## src/hw/rtl/dbfir_pkg.sv

```systemverilog
`default_nettype none
// ----------------------------------------------------------------------------
// dbfir_pkg
// Shared constants, coefficient tables and control types for the dual-band
// 21-tap lowpass FIR.
// ----------------------------------------------------------------------------
package dbfir_pkg;

  // Filter geometry
  localparam int TAP_COUNT = 21;
  localparam int HALF_TAPS = 11;
  localparam int HIST_LEN  = TAP_COUNT - 1;

  // Field widths
  localparam int SAMPLE_W = 8;
  localparam int X_W      = 9;
  localparam int OUT_W    = 25;

  // Mid-scale offset of the ADC
  localparam int ADC_OFFSET = 127;

  // Default coefficient fraction bits (Q1.15)
  localparam int COEF_FRACTION_BITS_DEF = 15;

  // Decimal tables are scaled by 10^17 = 5^17 * 2^17
  localparam int              DEC_SHIFT = 17;
  localparam longint unsigned FIVE_POW  = 64'd762939453125;

  // First half of each symmetric table (taps 0..10), value times 10^17
  localparam longint TAPS_NORMAL [HALF_TAPS] = '{
    64'sd0, -64'sd213260700731174, 64'sd635615965165261, -64'sd1166836207173410,
    64'sd1241482624423060, 64'sd0, -64'sd3192924532037980, 64'sd8183251570581010,
    -64'sd13816340220317400, 64'sd18301247568109800, 64'sd80055527863961700
  };
  localparam longint TAPS_ALERT [HALF_TAPS] = '{
    64'sd0, -64'sd212227114882539, -64'sd632535399151418, -64'sd1161181037762100,
    -64'sd1235465674898240, 64'sd0, 64'sd3177449755856730, 64'sd8143590756421770,
    64'sd13749378170194300, 64'sd18212549038873500, 64'sd19916883010696000
  };

  // Control from the top level to the multiply-accumulate datapath
  typedef struct packed {
    logic load;
    logic band;
  } mac_ctrl_t;

endpackage
`default_nettype wire

```

## src/hw/rtl/dbfir_mac.sv

```systemverilog
`default_nettype none
// ----------------------------------------------------------------------------
// dbfir_mac
// Folded symmetric multiply stage with product registers, followed by the
// combinational sum of the eleven registered products.
// ----------------------------------------------------------------------------
module dbfir_mac #(
  parameter int COEF_FRACTION_BITS = dbfir_pkg::COEF_FRACTION_BITS_DEF,
  localparam int ACC_W = COEF_FRACTION_BITS + 16
) (
  input  wire logic                       clk,
  input  wire dbfir_pkg::mac_ctrl_t       ctrl,
  input  wire logic signed [dbfir_pkg::X_W-1:0] taps [dbfir_pkg::TAP_COUNT],
  output logic signed [ACC_W-1:0]         acc
);

  localparam int COEF_W = COEF_FRACTION_BITS + 2;
  localparam int PAIR_W = dbfir_pkg::X_W + 1;
  localparam int PROD_W = PAIR_W + COEF_W;
  localparam int HALF   = dbfir_pkg::HALF_TAPS;
  localparam int SPLIT  = HALF / 2;
  localparam int UP_SH  = (COEF_FRACTION_BITS >= dbfir_pkg::DEC_SHIFT) ?
                          COEF_FRACTION_BITS - dbfir_pkg::DEC_SHIFT : 0;
  localparam int DN_SH  = (COEF_FRACTION_BITS < dbfir_pkg::DEC_SHIFT) ?
                          dbfir_pkg::DEC_SHIFT - COEF_FRACTION_BITS : 0;

  logic signed [COEF_W-1:0] coef_norm [HALF];
  logic signed [COEF_W-1:0] coef_alt  [HALF];
  logic signed [PAIR_W-1:0] pair      [HALF];
  logic signed [PROD_W-1:0] prod_nxt  [HALF];
  logic signed [PROD_W-1:0] prod_r    [HALF];

  // Build fixed-point coefficients, round to nearest with ties away from zero
  for (genvar i = 0; i < HALF; i++) begin : g_coef
    localparam longint          DEC_N = dbfir_pkg::TAPS_NORMAL[i];
    localparam longint          DEC_A = dbfir_pkg::TAPS_ALERT[i];
    localparam longint unsigned MAG_N = (DEC_N < 0) ? -DEC_N : DEC_N;
    localparam longint unsigned MAG_A = (DEC_A < 0) ? -DEC_A : DEC_A;
    localparam longint unsigned DEN   = dbfir_pkg::FIVE_POW << DN_SH;
    localparam longint unsigned NUM_N = MAG_N << UP_SH;
    localparam longint unsigned NUM_A = MAG_A << UP_SH;
    localparam longint unsigned Q_N   = (2 * NUM_N + DEN) / (2 * DEN);
    localparam longint unsigned Q_A   = (2 * NUM_A + DEN) / (2 * DEN);
    localparam longint          C_N   = (DEC_N < 0) ? -longint'(Q_N) : longint'(Q_N);
    localparam longint          C_A   = (DEC_A < 0) ? -longint'(Q_A) : longint'(Q_A);
    assign coef_norm[i] = COEF_W'(C_N);
    assign coef_alt[i]  = COEF_W'(C_A);
  end

  // Fold mirrored taps, pass the center tap alone
  for (genvar i = 0; i < HALF; i++) begin : g_pair
    if (i == HALF - 1) begin : g_center
      assign pair[i] = PAIR_W'(taps[i]);
    end else begin : g_fold
      assign pair[i] = PAIR_W'(taps[i]) + PAIR_W'(taps[dbfir_pkg::TAP_COUNT - 1 - i]);
    end
  end

  // Multiply each folded pair by the selected band coefficient
  always_comb begin
    for (int i = 0; i < HALF; i++) begin
      prod_nxt[i] = PROD_W'(pair[i]) *
                    PROD_W'(ctrl.band ? coef_alt[i] : coef_norm[i]);
    end
  end

  // Hold products until the next transfer into this stage
  always_ff @(posedge clk) begin
    if (ctrl.load) begin
      for (int i = 0; i < HALF; i++) begin
        prod_r[i] <= prod_nxt[i];
      end
    end
  end

  // Sum products in two halves, then combine
  always_comb begin
    logic signed [ACC_W-1:0] sum_lo;
    logic signed [ACC_W-1:0] sum_hi;
    sum_lo = '0;
    sum_hi = '0;
    for (int i = 0; i < SPLIT; i++) begin
      sum_lo = sum_lo + ACC_W'(prod_r[i]);
    end
    for (int i = SPLIT; i < HALF; i++) begin
      sum_hi = sum_hi + ACC_W'(prod_r[i]);
    end
    acc = sum_lo + sum_hi;
  end

endmodule
`default_nettype wire

```

## src/hw/rtl/dual_band_fir_lowpass_top.sv

```systemverilog
`default_nettype none
// ----------------------------------------------------------------------------
// dual_band_fir_lowpass_top
// Offset removal, 21-tap symmetric lowpass FIR with two selectable
// coefficient tables, and a capture-start clear of the delay line.
// ----------------------------------------------------------------------------
// Pipeline: an input transfer passes through the product register, then the
//   result register, before out_valid.
// Throughput: one sample per cycle; the two-stage pipeline stalls only while
//   a finished result waits on out_ready.
// Reset (synchronous, rst_n low): delay line cleared, band_select set to 0,
//   pipeline emptied.
module dual_band_fir_lowpass_top #(
  parameter int COEF_FRACTION_BITS = dbfir_pkg::COEF_FRACTION_BITS_DEF
) (
  input  wire logic                          clk,
  input  wire logic                          rst_n,
  input  wire logic                          cfg_wr_en,
  input  wire logic                          cfg_wr_data,
  input  wire logic                          in_valid,
  output logic                               in_ready,
  input  wire logic [dbfir_pkg::SAMPLE_W-1:0] in_sample,
  input  wire logic                          in_capture_start,
  output logic                               out_valid,
  input  wire logic                          out_ready,
  output logic signed [dbfir_pkg::OUT_W-1:0] out_filtered
);

  localparam int X_W   = dbfir_pkg::X_W;
  localparam int HIST  = dbfir_pkg::HIST_LEN;
  localparam int TAPS  = dbfir_pkg::TAP_COUNT;
  localparam int OUT_W = dbfir_pkg::OUT_W;
  localparam int ACC_W = COEF_FRACTION_BITS + 16;
  localparam int SAT_W = (ACC_W > OUT_W) ? ACC_W : OUT_W;
  localparam logic signed [SAT_W-1:0] SAT_MAX =
    {{(SAT_W - OUT_W + 1){1'b0}}, {(OUT_W - 1){1'b1}}};
  localparam logic signed [SAT_W-1:0] SAT_MIN =
    {{(SAT_W - OUT_W + 1){1'b1}}, {(OUT_W - 1){1'b0}}};

  logic                    band_select_r;
  logic                    s1_valid_r;
  logic                    s1_valid_nxt;
  logic                    out_valid_r;
  logic                    out_valid_nxt;
  logic signed [OUT_W-1:0] out_filtered_r;
  logic signed [OUT_W-1:0] out_filtered_nxt;
  logic                    advance;
  logic                    in_fire;
  logic signed [X_W-1:0]   x;
  logic signed [X_W-1:0]   dly_r   [HIST];
  logic signed [X_W-1:0]   dly_nxt [HIST];
  logic signed [X_W-1:0]   taps    [TAPS];
  logic signed [ACC_W-1:0] acc;
  dbfir_pkg::mac_ctrl_t    mac_ctrl;

  // Handshake: downstream stage frees when empty or its result is taken
  assign advance   = !out_valid_r || out_ready;
  assign in_ready  = !s1_valid_r || advance;
  assign in_fire   = in_valid && in_ready;
  assign out_valid = out_valid_r;
  assign out_filtered = out_filtered_r;

  // Remove the mid-scale offset
  assign x = $signed({1'b0, in_sample}) - X_W'(dbfir_pkg::ADC_OFFSET);

  // Form the tap vector and the next delay line; drop history on capture start
  always_comb begin
    taps[0] = x;
    for (int k = 1; k < TAPS; k++) begin
      taps[k] = in_capture_start ? '0 : dly_r[k - 1];
    end
    for (int k = 0; k < HIST; k++) begin
      dly_nxt[k] = taps[k];
    end
  end

  // Advance the delay line on each input transfer
  always_ff @(posedge clk) begin
    if (!rst_n) begin
      for (int k = 0; k < HIST; k++) begin
        dly_r[k] <= '0;
      end
    end else if (in_fire) begin
      for (int k = 0; k < HIST; k++) begin
        dly_r[k] <= dly_nxt[k];
      end
    end
  end

  // Band select register
  always_ff @(posedge clk) begin
    if (!rst_n) begin
      band_select_r <= 1'b0;
    end else if (cfg_wr_en) begin
      band_select_r <= cfg_wr_data;
    end
  end

  assign mac_ctrl.load = in_fire;
  assign mac_ctrl.band = band_select_r;

  dbfir_mac #(
    .COEF_FRACTION_BITS(COEF_FRACTION_BITS)
  ) u_mac (
    .clk (clk),
    .ctrl(mac_ctrl),
    .taps(taps),
    .acc (acc)
  );

  // Saturate the sum to the output range
  always_comb begin
    logic signed [SAT_W-1:0] acc_ext;
    acc_ext = SAT_W'(acc);
    if (acc_ext > SAT_MAX) begin
      out_filtered_nxt = OUT_W'(SAT_MAX);
    end else if (acc_ext < SAT_MIN) begin
      out_filtered_nxt = OUT_W'(SAT_MIN);
    end else begin
      out_filtered_nxt = OUT_W'(acc_ext);
    end
  end

  // Pipeline valid bits
  always_comb begin
    s1_valid_nxt  = s1_valid_r;
    out_valid_nxt = out_valid_r;
    if (advance) begin
      out_valid_nxt = s1_valid_r;
      s1_valid_nxt  = 1'b0;
    end
    if (in_fire) begin
      s1_valid_nxt = 1'b1;
    end
  end

  always_ff @(posedge clk) begin
    if (!rst_n) begin
      s1_valid_r  <= 1'b0;
      out_valid_r <= 1'b0;
    end else begin
      s1_valid_r  <= s1_valid_nxt;
      out_valid_r <= out_valid_nxt;
    end
  end

  // Result register
  always_ff @(posedge clk) begin
    if (advance && s1_valid_r) begin
      out_filtered_r <= out_filtered_nxt;
    end
  end

  // Capture start leaves only the new sample in the history
  a_capture_clear: assert property (@(posedge clk) disable iff (!rst_n)
    in_fire && in_capture_start |=> dly_r[1] == '0 && dly_r[HIST - 1] == '0)
    else $error("delay line not cleared on capture start");

  // Newest history entry is the offset-removed sample just taken
  a_newest_tap: assert property (@(posedge clk) disable iff (!rst_n)
    in_fire |=> dly_r[0] == $past(x))
    else $error("newest tap does not match accepted sample");

  // Accepted sample occupies the product stage next cycle
  a_s1_fill: assert property (@(posedge clk) disable iff (!rst_n)
    in_fire |=> s1_valid_r)
    else $error("accepted sample lost before product stage");

  // Stalled pipeline keeps both stages occupied
  a_stall_hold: assert property (@(posedge clk) disable iff (!rst_n)
    s1_valid_r && out_valid_r && !out_ready |=> s1_valid_r && out_valid_r)
    else $error("pipeline dropped an item during stall");

  // Band select follows configuration writes
  a_band_write: assert property (@(posedge clk) disable iff (!rst_n)
    cfg_wr_en |=> band_select_r == $past(cfg_wr_data))
    else $error("band select write not taken");

endmodule
`default_nettype wire
```

## config.mk

```make
export PLATFORM = sky130hd
export DESIGN_NAME = dual_band_fir_lowpass_top
export DESIGN_NICKNAME = d
export VERILOG_FILES = /design/src/hw/rtl/dbfir_pkg.sv /design/src/hw/rtl/dbfir_mac.sv /design/src/hw/rtl/dual_band_fir_lowpass_top.sv
export SDC_FILE = /design/constraint.sdc
export NUM_CORES = 2
export LEC_CHECK = 0
export BUFFER_PORTS_ARGS = -buffer_cell sky130_fd_sc_hd__buf_2
export CAP_MARGIN = 30
export CORE_AREA = 2 2 387 389
export DETAILED_ROUTE_END_ITERATION = 7
export DIE_AREA = 0 0 389 391
export GPL_ROUTABILITY_DRIVEN = 1
export PLACE_DENSITY = 0.51
export SLEW_MARGIN = 10
export SYNTH_ARGS = -nofsm -noshare
export SYNTH_HDL_FRONTEND = slang
export SYNTH_SLANG_ARGS = --single-unit
```

## constraint.sdc

```tcl
create_clock -name clk -period 22.4 [get_ports clk]
set_input_delay 3.36 -clock clk [delete_from_list [all_inputs] [get_ports clk]]
set_output_delay 3.36 -clock clk [all_outputs]
set_load 0.01 [all_outputs]
```

==> Yosys cells after proc, flatten, opt, wreduce, memory -nomap -nowiden <==
Memory sizes are Yosys's and may differ from the RTL's.
Cells that the tools add are included.
{ "op_classes": {"n_bitwise": 20, "n_reduce_logical": 7, "n_lt_le_gt_ge": 2, "multipliers": 9, "mux": 55, "addsub": 19} }
{ "ops": {"columns": ["op", "count"], "rows": [
  ["two-way mux 9 bit", 39],
  ["adder 31 x 27 -> 31 bit", 5],
  ["multiplier 10 x 27 -> 27 bit", 4],
  ["two-way mux 27 bit", 4],
  ["adder 9 x 9 -> 10 bit", 8],
  ["adder 28 x 27 -> 29 bit", 2],
  ["adder 27 x 27 -> 28 bit", 2],
  ["adder 31 bit", 1],
  ["> comparator 31 x 25 -> 1 bit, second input constant", 1],
  ["< comparator 31 x 25 -> 1 bit, second input constant", 1],
  ["multiplier 9 x 16 -> 25 bit", 1],
  ["two-way mux 25 bit", 1],
  ["multiplier 10 x 14 -> 24 bit", 1],
  ["multiplier 10 x 13 -> 23 bit", 1],
  ["multiplier 10 x 10 -> 20 bit", 1],
  ["bitwise OR 1 bit", 20],
  ["multiplier 10 x 7 -> 17 bit, second input constant", 1],
  ["two-way mux 15 bit", 1],
  ["subtractor 8 x 7 -> 9 bit, second input constant", 1],
  ["two-way mux 1 bit", 7],
  ["two-way mux 6 bit", 1],
  ["two-way mux 5 bit", 1],
  ["two-way mux 3 bit", 1],
  ["logical AND 1 bit", 2],
  ["3 further kinds", 5]
]} }
{ "word_totals": {"ramBits": 477, "in_bits": 15, "wordCells": 118, "mem_count": 2, "ff_bits": 28, "output_inout_bits": 27} }
{ "mem_list": {"columns": ["memory", "depth", "width", "rd", "rd_ports_with_merged_regs", "wr", "line", "text"], "rows": [
  ["u_mac.prod_r", 11, 27, 11, 0, 11, "dbfir_mac.sv:31", "logic signed [PROD_W-1:0] prod_r [HALF];"],
  ["dly_r", 20, 9, 19, 0, 20, "dual_band_fir_lowpass_top.sv:50", "logic signed [X_W-1:0] dly_r [HIST];"]
]} }

==> Longest topological paths before layout <==
An unclocked memory read counts as a cell.
{ "depth": {"word_depth": 9, "mapped_depth": 36, "mapped_depth_nobuf": 33} }

==> Hierarchy <==
A second synthesis with hierarchy kept.
{ "hier_totals": {"hier_cells": 4825, "hier_area_um2": 52097.5} }
{ "by_module_without_submodules": {"columns": ["module", "instances", "area_each_um2", "cells_each", "seq_area_each_um2"], "rows": [
  ["dbfir_mac", 1, 42574.6, 4099, 6486.2],
  ["dual_band_fir_lowpass_top", 1, 9522.9, 726, 6216.0]
]} }

==> Worst setup path after synthesis <==
Ideal clock, no wire load.
{ "synth_timing": {"kind": "input to register", "start": "input out_ready", "end": "memory dly_r[0][0], enable pin", "arrival_time_ps": 14850, "required_time_ps": 21848, "stages": 4, "path_slack_ps": 6998, "setup_ps": 552, "path_cell_list": "nor2b_1 -> nand2_1 -> and2_0 -> nand2b_1"} }
{ "synth_rtl": {"columns": ["element", "line", "text"], "rows": [
  ["start: declaration", "dual_band_fir_lowpass_top.sv:25", "input wire logic out_ready,"],
  ["end: declaration", "dual_band_fir_lowpass_top.sv:50", null]
]} }

==> out/qor.csv <==
stage,metric,value,unit
run_status,status,finished clean,
logic_synthesis,ys_warn_count,0,
worst_hold_path,min_path_type,reg2reg,
place,gp_congestion,0.869,
critical_path,critPathSlowestCell,buf_4,
critical_path,crit_type,in2reg,
route,dr.pass1.iters,6,
logic_synthesis,synthTopCellsByCount,"inv_1, ha_1, fa_1",
clocking,ctsRootBufferMaster,clkbuf_16,
finish,drive_above_1_share,4.48,%
grt,grt_antenna_before_repair,3,
timing,setup_viol,0,
floorplanning,initial_core_util,34.6,%
route,wirelength,124,mm
logic_synthesis,avgSynthCellArea,10.7,µm²
floorplanning,rows,142,
finish,nFillCells,14686,
timing,post-route-period-util,49.3,%
finish,fin_nets,6321,
finish,final_core_util,37.6,%
logic_synthesis,syn-cell-area,51500,µm²
floorplanning,dieArea,152000,µm²
logic_synthesis,yosysTopAreaCell,fa_1,
finish,area_growth,8.63,%
finish,layoutNonFillerInstCount,6855,
critical_path,crit_path_frequent_cell,fa_1,
critical_path,max_stage_delay,0.64,ns
place,hpwl,107,mm
route,via_per_inst,4.65,
critical_path,crit_path_end_kind,flop,
clocking,numClockSinks,415,
logic_synthesis,yosys_register_bits,415,
timing,fin_skew,0.0882,ns
logic_synthesis,ys_types,76,
timing,hold_viol,0,
logic_synthesis,ys_seq_area_share,24.2,%
route,drt-wirelength-per-cell,18.2,µm
route,vias,31845,
timing,fmax,90.6,MHz
logic_synthesis,synth_top_area_share,27.0,%
finish,multi_input_area,35100,µm²
grt,grt_pass1_vias,33421,
clocking,hold_buffers,0,
clocking,cts_resized,0,
grt,grt_overflow_total,0,
clocking,postCtsSetupRepairBufs,0,
finish,diodes,0,
timing,worstMarginPinSlew,0.941,ns
route,drc,0,
route,drtIter0Drc,1787,
timing,hold_ws,0.516,ns
clocking,worstSkewPairLatency,0.70,ns
route,ant_nets,0,
clocking,clkSlewWorstSetupHoldPaths,0.06,ns
grt,track_usage,16.6,%
grt,grt_max_degree,105,
critical_path,r2r_start,u_mac.prod_r[6][1],
clocking,clockBufferDepth,3,
logic_synthesis,async_flop_share,0,%
floorplanning,core-area,149000,µm²
timing,fin_setup_tns,0,ns
logic_synthesis,yosysMostFrequentCell,inv_1,
critical_path,worst_setup_path_start_kind,input port,
logic_synthesis,yosys-top-cells-area,"fa_1, edfxtp_1, ha_1, inv_1, xnor2_1",
place,port_buffers,41,
place,dpl.cell_count,6755,
timing,relSlewSlack,37.2,%
job,maxCapViolCount,0,
clocking,tritoncts,built,
logic_synthesis,synth-edff-count,412,
worst_hold_path,holdCritStartpoint,s1_valid_r,
timing,maxSlewViolCount,0,
clocking,htree_levels,2,
logic_synthesis,syn_inst,4798,
floorplanning,ios,42,
timing,grt_setup_unrepaired,false,
timing,layout_min_cycle_time,11.04,ns
critical_path,crit_required,22.78,ns
finish,final-seq-area,12400,µm²
grt,grt_pass1_wl,194,mm
floorplanning,die_x,389,µm
critical_path,crit_fanout,71,
floorplanning,chipHeight,391,µm
critical_path,crit_path_start,in_capture_start,
critical_path,cp.arrival,11.42,ns
logic_synthesis,synth_top_flop_cell,edfxtp_1,
clocking,numCtsBuffers,51,
final timing paths:
kind | to | slack, ns | cells past startpoint
worst min register to register | out_valid | 0.52 | 1
worst max-delay path | u_mac.prod_r[8][25] | 11.36 | 31
worst max register to register | out_filtered[10] | 13.79 | 30
worst min-delay path | out_valid | 0.52 | 1
layout by cell type (no fill, tap or decap), drive strengths merged, types with 8 or more instances in the layout:
cell type | synthesis | final
o21ai | 128 | 128
buf | 7 | 68
a31oi | 15 | 15
edfxtp | 412 | 412
o31ai | 11 | 11
xnor2 | 227 | 227
and3 | 20 | 20
clkinv | 0 | 20
xor2 | 59 | 59
ha | 742 | 742
nor2b | 196 | 196
or3 | 11 | 11
and2 | 215 | 215
fa | 694 | 694
inv | 1003 | 1004
o31a | 10 | 10
a21o | 69 | 69
o41ai | 10 | 10
nand3 | 29 | 29
o211ai | 16 | 16
a211o | 8 | 8
nand2 | 132 | 132
o21a | 29 | 29
o21bai | 64 | 64
clkbuf | 66 | 64
nor2 | 197 | 197
a21oi | 217 | 217
or2 | 22 | 22
conb | 2 | 24
a211oi | 15 | 15
nand2b | 37 | 37
nor3 | 52 | 52
metal layers:
metal | wire length, µm | track usage (%) | share of wire, % | vias up
li1 | - | - | - | 15697
met3 | 5120 | 2.59 | 4.1 | 115
met2 | 56000 | 26.7 | 45 | 412
met5 | 0 | 0 | 0 | -
met1 | 60300 | 23.4 | 48 | 15621
met4 | 3070 | 4.28 | 2.5 | 0
critical path: cells and delay by family:
family	cells	cell delay, ns
adder cells (fa/ha/maj)	8	3.16
AO/OA/AOI/OAI	11	2.29
AND/OR/NAND/NOR	6	1.15
buffers and inverters	4	1.05
XOR/XNOR	2	0.34
stage by stage:
step,area (µm²),setup slack [ns]
2_1_floorplan,51500,7.00
3_3_place_gp,54000,10.80
3_5_place_dp,54100,10.70
4_1_cts,55800,11.37
5_1_grt,55900,10.76
6_report,55900,11.36
registers in the layout (all words and copies together) (netlist names):
register,count
u_mac.prod_r,216
dly_r,171
out_filtered,25
band_select_r,1
out_valid,1
s1_valid_r,1
logic make-up (layout without fill, tap and decap cells):
family / Yosys count / count (layout) / synth area share [%]
AOI/OAI and AO/OA: 639 / 639 / 8.12
xor gates and xnor gates: 286 / 286 / 4.91
adders and majority gates: 1436 / 1436 / 45.0
buffers and inverters: 1076 / 1167 / 7.91
DFF: 415 / 415 / 24.2
muxes: 8 / 8 / 0.163
other: 2 / 24 / 0.0146
and+or+nand+nor: 936 / 936 / 9.67
area by class of cell:
class                      count  area share [%]
clock inverter                32           0.739
sequential                   415            22.2
clock buffer                  62            2.36
tap                         1944            4.35
inverter                    1003            6.74
timing repair buffer          70           0.846
multi-input combinational   3329            62.7
Power is left out: the tool's default activity adds up to more than one toggle a clock period on the data nets, which glitch-free logic cannot reach.
